## src/rtl/core/xbs_pkg.sv

```systemverilog
// Shared constants, codes and controller/datapath interface types of the sketch update block.
package xbs_pkg;

	localparam int BITMAP_WORDS = 2048;
	localparam int WORD_BITS    = 32;
	localparam int WORD_IDX_W   = $clog2(BITMAP_WORDS);
	localparam int BIT_POS_W    = $clog2(WORD_BITS);
	localparam int COUNT_W      = 17;
	localparam int ELEM_W       = 32;
	localparam int SEED_W       = 32;
	localparam int LOG2_W       = 4;
	localparam int CFG_IDX_W    = 2;
	localparam int CFG_DATA_W   = 32;
	localparam int BIT_CAP      = 31;
	localparam int LOG2_CAP     = 16;
	localparam int L2_W         = 5;

	localparam logic [63:0] MUL_C1 = 64'h87c3_7b91_1142_53d5;
	localparam logic [63:0] MUL_C2 = 64'h4cf5_ad43_2745_937f;
	localparam logic [63:0] MIX_F1 = 64'hff51_afd7_ed55_8ccd;
	localparam logic [63:0] MIX_F2 = 64'hc4ce_b9fe_1a85_ec53;
	localparam logic [63:0] KEY_LEN = 64'd4;

	localparam logic [CFG_IDX_W-1:0] CFG_HASH_SEED  = 2'd0;
	localparam logic [CFG_IDX_W-1:0] CFG_WORDS_LOG2 = 2'd1;
	localparam logic [LOG2_W-1:0]    WORDS_LOG2_RESET = 4'd11;

	localparam logic signed [1:0] DELTA_SET   = 2'sb01;
	localparam logic signed [1:0] DELTA_CLEAR = 2'sb11;

	typedef enum logic [4:0] {
		ST_CLEAR,
		ST_IDLE,
		ST_K1,
		ST_K2,
		ST_INIT1,
		ST_INIT2,
		ST_XA1,
		ST_MA1,
		ST_XA2,
		ST_MA2,
		ST_XA3,
		ST_XB1,
		ST_MB1,
		ST_XB2,
		ST_MB2,
		ST_XB3,
		ST_SUM,
		ST_READ,
		ST_UPDATE
	} state_t;

	typedef enum logic [2:0] {
		MUL_K1,
		MUL_K2,
		MUL_FA1,
		MUL_FA2,
		MUL_FB1,
		MUL_FB2
	} mul_sel_t;

	typedef enum logic [2:0] {
		PH_IDLE,
		PH_LL,
		PH_LH,
		PH_HL,
		PH_DONE
	} mul_ph_t;

	typedef enum logic [3:0] {
		OP_NONE,
		OP_CLEAR,
		OP_LOAD,
		OP_INIT1,
		OP_INIT2,
		OP_XS_A,
		OP_XS_B,
		OP_SUM,
		OP_READ,
		OP_WRITE
	} dp_op_t;

	typedef struct packed {
		dp_op_t   op;
		logic     mul_start;
		mul_sel_t mul_sel;
	} cmd_t;

	typedef struct packed {
		logic clr_last;
		logic mul_busy;
		logic mul_done;
		logic out_free;
	} status_t;

endpackage

```

## src/rtl/core/xbs_ctrl.sv

```systemverilog
// Controller: clearing sweep, hash step sequence and bitmap update handshake.
module xbs_ctrl (
	input  logic              clk,
	input  logic              arst_n,
	input  logic              in_valid,
	output logic              in_ready,
	input  xbs_pkg::status_t  status,
	output xbs_pkg::cmd_t     cmd
);
	import xbs_pkg::*;

	state_t state_q;
	state_t state_d;

	always_ff @(posedge clk or negedge arst_n) begin
		if (!arst_n) begin
			state_q <= ST_CLEAR;
		end else begin
			state_q <= state_d;
		end
	end

	always_comb begin
		state_d       = state_q;
		in_ready      = 1'b0;
		cmd.op        = OP_NONE;
		cmd.mul_start = 1'b0;
		cmd.mul_sel   = MUL_K1;
		unique case (state_q)
			ST_CLEAR: begin
				cmd.op = OP_CLEAR;
				if (status.clr_last) state_d = ST_IDLE;
			end
			ST_IDLE: begin
				in_ready = 1'b1;
				if (in_valid) begin
					cmd.op  = OP_LOAD;
					state_d = ST_K1;
				end
			end
			ST_K1: begin
				cmd.mul_sel   = MUL_K1;
				cmd.mul_start = !status.mul_busy;
				if (status.mul_done) state_d = ST_K2;
			end
			ST_K2: begin
				cmd.mul_sel   = MUL_K2;
				cmd.mul_start = !status.mul_busy;
				if (status.mul_done) state_d = ST_INIT1;
			end
			ST_INIT1: begin
				cmd.op  = OP_INIT1;
				state_d = ST_INIT2;
			end
			ST_INIT2: begin
				cmd.op  = OP_INIT2;
				state_d = ST_XA1;
			end
			ST_XA1: begin
				cmd.op  = OP_XS_A;
				state_d = ST_MA1;
			end
			ST_MA1: begin
				cmd.mul_sel   = MUL_FA1;
				cmd.mul_start = !status.mul_busy;
				if (status.mul_done) state_d = ST_XA2;
			end
			ST_XA2: begin
				cmd.op  = OP_XS_A;
				state_d = ST_MA2;
			end
			ST_MA2: begin
				cmd.mul_sel   = MUL_FA2;
				cmd.mul_start = !status.mul_busy;
				if (status.mul_done) state_d = ST_XA3;
			end
			ST_XA3: begin
				cmd.op  = OP_XS_A;
				state_d = ST_XB1;
			end
			ST_XB1: begin
				cmd.op  = OP_XS_B;
				state_d = ST_MB1;
			end
			ST_MB1: begin
				cmd.mul_sel   = MUL_FB1;
				cmd.mul_start = !status.mul_busy;
				if (status.mul_done) state_d = ST_XB2;
			end
			ST_XB2: begin
				cmd.op  = OP_XS_B;
				state_d = ST_MB2;
			end
			ST_MB2: begin
				cmd.mul_sel   = MUL_FB2;
				cmd.mul_start = !status.mul_busy;
				if (status.mul_done) state_d = ST_XB3;
			end
			ST_XB3: begin
				cmd.op  = OP_XS_B;
				state_d = ST_SUM;
			end
			ST_SUM: begin
				cmd.op  = OP_SUM;
				state_d = ST_READ;
			end
			ST_READ: begin
				cmd.op  = OP_READ;
				state_d = ST_UPDATE;
			end
			ST_UPDATE: begin
				// hold the read word until the result register can take the item
				if (status.out_free) begin
					cmd.op  = OP_WRITE;
					state_d = ST_IDLE;
				end
			end
			default: state_d = ST_IDLE;
		endcase
	end

endmodule

```

## config.mk

```make
export PLATFORM = sky130hd
export DESIGN_NAME = xbs_ctrl
export DESIGN_NICKNAME = d
export VERILOG_FILES = /design/src/rtl/core/xbs_pkg.sv /design/src/rtl/core/xbs_ctrl.sv
export SDC_FILE = /design/constraint.sdc
export NUM_CORES = 1
export LEC_CHECK = 0
export BUFFER_PORTS_ARGS = -buffer_cell sky130_fd_sc_hd__buf_2
export CAP_MARGIN = 20
export CORE_UTILIZATION = 30
export CTS_CLUSTER_SIZE = 16
export DETAILED_ROUTE_END_ITERATION = 8
export PLACE_DENSITY = 0.58
export SYNTH_ARGS = -nofsm -noshare
export SYNTH_HDL_FRONTEND = slang
export SYNTH_SLANG_ARGS = --single-unit
```

## constraint.sdc

```tcl
create_clock -name clk -period 1.9 [get_ports clk]
set_input_delay 0.38 -clock clk [delete_from_list [all_inputs] [get_ports clk]]
set_output_delay 0.38 -clock clk [all_outputs]
set_load 0.005 [all_outputs]
```

==> results of run 1 <==
-- metrics by stage --
step	utilization	setup TNS, ns
6_report	0.466	0
5_1_grt	0.466	-0.235
4_1_cts	0.405	0
3_5_place_dp	0.372	0
3_3_place_gp	0.372	0
2_1_floorplan	-	0
-- synthesized netlist by cell type (2+ instances only) --
master / count / share of area
sky130_fd_sc_hd__nor2_1: 10 / 0.060
sky130_fd_sc_hd__dfrtp_1: 5 / 0.20
sky130_fd_sc_hd__nand2b_1: 4 / 0.040
sky130_fd_sc_hd__buf_2: 8 / 0.064
sky130_fd_sc_hd__nor2b_1: 2 / 0.020
sky130_fd_sc_hd__inv_1: 2 / 0.012
sky130_fd_sc_hd__nand3_1: 2 / 0.016
sky130_fd_sc_hd__a21oi_1: 9 / 0.072
sky130_fd_sc_hd__o21a_1: 2 / 0.024
sky130_fd_sc_hd__nor3_1: 4 / 0.032
sky130_fd_sc_hd__o32ai_1: 4 / 0.056
sky130_fd_sc_hd__a21o_1: 2 / 0.024
sky130_fd_sc_hd__nand2_1: 5 / 0.030
sky130_fd_sc_hd__xnor2_1: 2 / 0.028
sky130_fd_sc_hd__and3b_1: 2 / 0.028
-- kinds of logic after synthesis --
group           synth area share
compound gates             0.263
xor+xnor                  0.0418
buf+inv                   0.0936
flops                      0.199
mux                       0.0339
simple gates               0.369
-- worst register-to-register path: cells and delay by family (launching register included) --
| family | cells | cell delay, ns |
|---|---|---|
| and+or+nand+nor | 2 | 0.47 |
| DFF | 1 | 0.46 |
| AOI/OAI and AO/OA | 2 | 0.26 |
| buffers and inverters | 2 | 0.30 |
-- per-layer routing --
| layer | routed length [um] | global-route usage | vias to the layer above |
|---|---|---|---|
| met2 | 913 | 0.214 | 11 |
| met4 | 0 | 0.0833 | 0 |
| met3 | 47 | 0.0453 | 0 |
| li1 | - | - | 351 |
| met1 | 829 | 0.209 | 336 |
| met5 | 0 | 0 | - |
-- final cells by class --
cell class / instances / share of cell area
clock buffer: 4 / 0.0288
inverter: 2 / 0.00822
multi-input combinational: 65 / 0.523
sequential: 5 / 0.145
tap: 27 / 0.0370
timing repair buffer: 34 / 0.258
-- worst paths after layout --
kind	endpoint	slack, ns	depth (start not counted)
max in group asynchronous	state_q[0]$_DFFE_PN0P_	1.27	2
max	cmd[6]	0.02	6
max reg2reg	state_q[1]$_DFFE_PN0P_	0.29	6
min	state_q[3]$_DFFE_PN0P_	0.48	2
min in group clk	state_q[4]$_DFFE_PN0P_	0.49	3
min reg2reg	state_q[0]$_DFFE_PN0P_	0.70	2
-- power by group through the flow --
| stage | clock network (mW) | logic [mW] | registers, mW |
|---|---|---|---|
| after floorplan | 0 | 0.818 | 0.171 |
| after CTS | 0.128 | 0.979 | 0.324 |
| after global placement | 0 | 0.911 | 0.322 |
| final | 0.121 | 1.30 | 0.279 |
| after detailed placement | 0 | 0.913 | 0.330 |
| after global routing | 0.140 | 1.43 | 0.290 |
-- layout by cell type, fill, tap and decap left out, drive strengths merged, types with 2 or more instances in the layout --
cell,instances
nand2b,4
o32ai,5
and3b,2
clkbuf,4
xnor2,2
a21o,2
nor3,4
a21oi,9
nor4,2
nor2,10
buf,33
dfrtp,5
o21a,2
nand2,5
nor2b,2
inv,2
nand3,2
nor3b,2
-- timing repair --
action,CTS,global route
endpoints found under the hold margin,5,0
setup buffers,3,9
pin swaps,0,0
endpoints found under the setup margin,6,6
gates cloned,0,0
hold buffers,1,0
resized for setup,4,19
==> qor.tcl, run 1 <==
set qor(final_critical_path_setup_slack_ns) 0.0169
set qor(power.total_mw) 1.70
set qor(die_footprint_sq_um) 2280
set qor(timing_worst_slew_pin_value_ns) 0.298
set qor(crit_buf_inv) 2
set qor(power.share.combinational) 0.765
set qor(synth_warnings) 0
set qor(critical_path_peak_fanout) 8
set qor(min_period_ns) 1.88
set qor(placement.io_buffers) 15
set qor(cp.arrival_ns) 1.50
set qor(cts.sink_count) 5
set qor(clk_path_buf_depth) 2
set qor(synthesis.area_sq_um) 628
set qor(required_time_worst_endpoint_ns) 1.52
set qor(dieHeight_um) 47.8
set qor(via_count) 698
set qor(detail_route.first_pass.iterations) 4
set qor(track_usage) 0.153
set qor(clock_power_share) 0.071
set qor(core_area_sq_um) 1960
set qor(crit_start) {state_q[2]$_DFFE_PN0P_}
set qor(rows) 16
set qor(cp_startpoint_kind) {flop}
set qor(initial_core_utilization) 0.320
set qor(multi_input_comb_area_sq_um) 478
set qor(largest-register) {state_q}
set qor(worst_slew_margin_rel) 0.799
set qor(max_cap_violations) 0
set qor(dp.cells) 120
set qor(slowest_delay_ns) 0.45
set qor(power_density_cells_nw_per_um2) 1860
set qor(crit_path_top_delay_cell) {sky130_fd_sc_hd__dfrtp_2}
set qor(first_iter_violations) 13
set qor(drt_drc_violations_left) 0
set qor(drt-total-wl_um) 1790
set qor(h_tree_depth_reported_by_cts) 1
set qor(syn_nets) 89
set qor(grt_overflow_total) 0
set qor(gp_routability_congestion) 0.790
set qor(power_switching_uw) 741
set qor(post_detailed_route_via_to_cell_ratio) 5.09
set qor(postSynthAreaPerCell_sq_um) 7.66
set qor(leakagePower_nw) 0.409
set qor(critical_path.top_delay_family) {flip-flops}
set qor(stdcell_area_sq_um) 913
set qor(share_of_post_route_cells_with_drive_strength_above_1) 0.473
set qor(cell_internal_power_uw) 960
set qor(dpl.hpwl_um) 1120
set qor(synth.yosys.seq_area_share) 0.199
set qor(tritoncts) {done}
set qor(min-delay-path-class) {in -> async}
set qor(result_of_the_run) {completed}
set qor(tritoncts.num_buffers) 3
set qor(antenna_found_initial) 0
set qor(async_reset_ff_frac) 1.00
set qor(synth_enable_flop_cells) 0
set qor(largest_register_ff_count) 5
set qor(report.final.setup_viol) 0
set qor(areaGrowthSynthToFinish_pct) 45.4
set qor(netlist_instances) 82
set qor(synth.lib_cells_used.distinct) 34
set qor(grt_setup_unrepaired) {yes}
set qor(largestRegisters) {state_q x5}
set qor(worstPathCellList) {buf_4, nand2b_1, a21oi_2, a21oi_2, o32ai_2, buf_2}
set qor(clock_latency_ns) 0.24
set qor(cp-end-kind) {primary output}
set qor(dpl_cell_area_sq_um) 731
set qor(slew_viol_final) 0
set qor(finalNonFillerCells) 137
set qor(ctsRootBufferMaster) {sky130_fd_sc_hd__clkbuf_4}
set qor(worst_hold_slack_ns) 0.484
set qor(detail-route-antenna-nets) 0
set qor(n_fill_cell) 215
set qor(io_pins) 16
set qor(total_number_of_nets_in_the_final_design) 118
set qor(min_period_over_period) 0.991
set qor(first_global_vias) 495
set qor(seq_power_share) 0.164
set qor(timing.rr.start) {state_q[3]$_DFFE_PN0P_}
set qor(predominant_post_synthesis_flop_cell) {sky130_fd_sc_hd__dfrtp_1}
set qor(detailedPlace.worstSlack_ns) 0.114
set qor(width_of_the_chip_um) 47.8
set qor(antenna_cells) 0
set qor(path_clk_slew_ns) 0.04
set qor(grt_first_pass_wirelength_um) 2310
set qor(clock-skew-final_ns) 0.00298
set qor(grt_max_degree) 21
set qor(timing_hold_violations_final) 0
set qor(most_frequent_cell_on_the_critical_path) {sky130_fd_sc_hd__a21oi_2}
set qor(ff_latch_area_sq_um) 133
set qor(routed_wl_per_cell_um) 13.1
set qor(ir_worst_vdd_v) 0.000603
set qor(worst-setup-path-type) {reg -> out}
set qor(max_clock_freq_mhz) 531
set qor(ys_seq_elements) 5
set qor(netSwitchingFraction) 0.436
Note: power is estimated with default switching activity, not from simulation.
==> run 2, diff against run 1 <==
==> constraint.sdc (replaced) <==
create_clock -name clk -period 1.9 [get_ports clk]
set_input_delay 0.285 -clock clk [delete_from_list [all_inputs] [get_ports clk]]
set_output_delay 0.285 -clock clk [all_outputs]
set_load 0.005 [all_outputs]
==> run 2 against run 1 <==
Effect of this change:
- count of clock-buffer cells in the layout did not move
- total power is 18% lower
- via count decreased by 6.3%
- largest cell class unchanged
==> qor.tcl, run 2 (same netlist as run 1, synthesis figures left out) <==
set qor(areaGrowthSynthToFinish_pct) 25.3
set qor(m1WireLength_um) 714 ;# -14%
set qor(worst_slew_margin_rel) 0.683 ;# -0.116
set qor(placement.io_buffers) 15 ;# unchanged
set qor(drt_drc_violations_left) 0 ;# unchanged
set qor(layout_commonest_cell) {sky130_fd_sc_hd__buf_2}
set qor(dieHeight_um) 47.8 ;# unchanged
set qor(width_of_the_chip_um) 47.8 ;# unchanged
set qor(tritoncts.num_buffers) 3 ;# unchanged
set qor(worst-setup-path-type) {reg -> out}
set qor(first_global_vias) 504 ;# +1.8%
set qor(critical_path_peak_fanout) 13 ;# +5
set qor(report.final.setup_viol) 0 ;# unchanged
set qor(cts.sink_count) 5 ;# unchanged
set qor(detail_route.first_pass.iterations) 4 ;# unchanged
set qor(largest_register_ff_count) 5 ;# unchanged
set qor(met3RoutedLength_um) 52 ;# +11%
set qor(max_cap_violations) 0 ;# unchanged
set qor(n_fill_cell) 227 ;# +5.6%
set qor(routed-wl-met2_um) 785 ;# -14%
set qor(gp_routability_congestion) 0.789 ;# -0.15%
set qor(power_density_cells_nw_per_um2) 1770 ;# -4.8%
set qor(largest-register) {state_q}
set qor(core_area_sq_um) 1960 ;# unchanged
set qor(timing_hold_violations_final) 0 ;# unchanged
set qor(via_count) 654 ;# -6.3%
set qor(io_pins) 16 ;# unchanged
set qor(crit_start) {state_q[0]$_DFFE_PN0P_}
set qor(leakagePower_nw) 0.349 ;# -15%
set qor(min-delay-path-class) {in -> async}
set qor(ctsRootBufferMaster) {sky130_fd_sc_hd__clkbuf_4}
set qor(tns_setup_ns) 0 ;# unchanged
set qor(detail-route-antenna-nets) 0 ;# unchanged
set qor(h_tree_depth_reported_by_cts) 1 ;# unchanged
set qor(required_time_worst_endpoint_ns) 1.62 ;# +0.10 ns
set qor(grt_setup_unrepaired) {no}
set qor(largestRegisters) {state_q x5}
set qor(grt_max_degree) 16 ;# -24%
set qor(antenna_found_initial) 0 ;# unchanged
set qor(drt-total-wl_um) 1570 ;# -13%
set qor(clk_path_buf_depth) 2 ;# unchanged
set qor(min_period_over_period) 0.947 ;# -0.0444
set qor(timing.rr.start) {state_q[4]$_DFFE_PN0P_}
set qor(slew_viol_final) 0 ;# unchanged
set qor(clock_latency_ns) 0.24 ;# about the same
set qor(first_iter_violations) 20 ;# +7
set qor(result_of_the_run) {completed}
set qor(path_clk_slew_ns) 0.05 ;# about the same
set qor(max_clock_freq_mhz) 556 ;# +4.7%
set qor(final_critical_path_setup_slack_ns) 0.101 ;# +0.0843 ns
set qor(timing_worst_slew_pin_value_ns) 0.471 ;# +0.173 ns
set qor(clock-skew-final_ns) 0.00151 ;# -0.00147 ns
set qor(post_detailed_route_via_to_cell_ratio) 5.15 ;# +1.1%
set qor(slowest_delay_ns) 0.48 ;# +0.03 ns
set qor(total_number_of_nets_in_the_final_design) 108 ;# -8.5%
set qor(route.top_layer_used) {met4}
set qor(share_of_post_route_cells_with_drive_strength_above_1) 0.360 ;# -0.113
set qor(crit_path_top_delay_cell) {sky130_fd_sc_hd__dfrtp_2}
set qor(ir_worst_vdd_v) 0.000533 ;# -12%
set qor(finalNonFillerCells) 127 ;# -7.3%
set qor(layout_common_cells) {sky130_fd_sc_hd__buf_2, sky130_fd_sc_hd__nor2_1, sky130_fd_sc_hd__a21oi_1, sky130_fd_sc_hd__buf_4, sky130_fd_sc_hd__nand2_1}
set qor(cp.arrival_ns) 1.51 ;# about the same
set qor(cp-end-kind) {primary output}
set qor(die_footprint_sq_um) 2280 ;# unchanged
set qor(detailedPlace.worstSlack_ns) 0.211 ;# +0.0970 ns
set qor(initial_core_utilization) 0.320 ;# unchanged
set qor(cp_startpoint_kind) {flop}
set qor(tritoncts) {done}
set qor(layout.core_utilization) 0.401 ;# -0.0644
set qor(rows) 16 ;# unchanged
set qor(dp.cells) 120 ;# unchanged
set qor(worstPathCellList) {and3b_1, nor4_4, nor3_1, buf_2}
set qor(routed_wl_per_cell_um) 12.3 ;# -5.7%
set qor(antenna_cells) 0 ;# unchanged
set qor(min_period_ns) 1.80 ;# -0.0843 ns
set qor(grt_first_pass_wirelength_um) 2230 ;# -3.6%
set qor(track_usage) 0.142 ;# -0.0107
set qor(dpl.hpwl_um) 1120 ;# -0.36%
set qor(grt_overflow_total) 0 ;# unchanged
## run 2: cell count changes in the layout (fill, tap and decap cells not counted), moves of 2 or more
cell,change
sky130_fd_sc_hd__o32ai_1,+2
sky130_fd_sc_hd__a21oi_1,+2
sky130_fd_sc_hd__buf_6,-4
sky130_fd_sc_hd__o32ai_2,-2
sky130_fd_sc_hd__buf_4,-6
sky130_fd_sc_hd__a21oi_2,-2
## run 2: final cells by class
cell class | instances | area (sq um) | area share
Tap cell | 27 | 33.8 | 0.0429
Multi-Input combinational cell | 65 | 444 | 0.564
Clock buffer | 4 | 26.3 | 0.0334
Timing Repair Buffer | 24 | 145 | 0.184
Sequential cell | 5 | 130 | 0.165
Inverter | 2 | 7.51 | 0.00954
## run 2: through the flow
step / hold WS, ns / power [mW] / instance area (sq um)
final: 0.387 / 1.40 / 787
after global routing: 0.401 / 1.54 / 787
after CTS: 0.380 / 1.36 / 768
after detailed placement: 0.105 / 1.23 / 731
after global placement: 0.105 / 1.21 / 731
after floorplan: -0.0106 / 0.989 / 628
## run 2: timing repair
| item | in CTS | in global routing |
|---|---|---|
| gates resized for setup | 1 | 3 |
| endpoints found under the setup margin | 1 | 3 |
| endpoints found under the hold margin | 5 | 0 |
| hold buffers | 1 | 0 |
| setup buffers | 0 | 2 |
## run 2: worst paths after layout
kind | end | slack, ns | cells after the start
setup / recovery | cmd[3] | 0.10 | 4
hold / removal | state_q[2]$_DFFE_PN0P_ | 0.39 | 2
setup reg to reg | state_q[0]$_DFFE_PN0P_ | 0.29 | 5
hold reg to reg | state_q[0]$_DFFE_PN0P_ | 0.68 | 2
max in group asynchronous | state_q[3]$_DFFE_PN0P_ | 1.37 | 2
min in group clk | state_q[4]$_DFFE_PN0P_ | 0.39 | 3
## run 2: where the power goes
| group | internal, mW | switching [mW] |
|---|---|---|
| sequential | 0.163 | 0.138 |
| clock | 0.0796 | 0.0460 |
| combinational | 0.516 | 0.452 |
## run 2: per-layer routing
layer,vias up,global-route usage
li1,332,-
met1,301,0.195
met2,19,0.216
met3,2,0.0113
met4,0,0.0833
met5,-,0
## run 2: worst max-delay path: cells and delay by family, from the launching register on
family,cells,cell delay (ns)
and+or+nand+nor,3,0.67
DFF,1,0.48
buffers and inverters,1,0.13
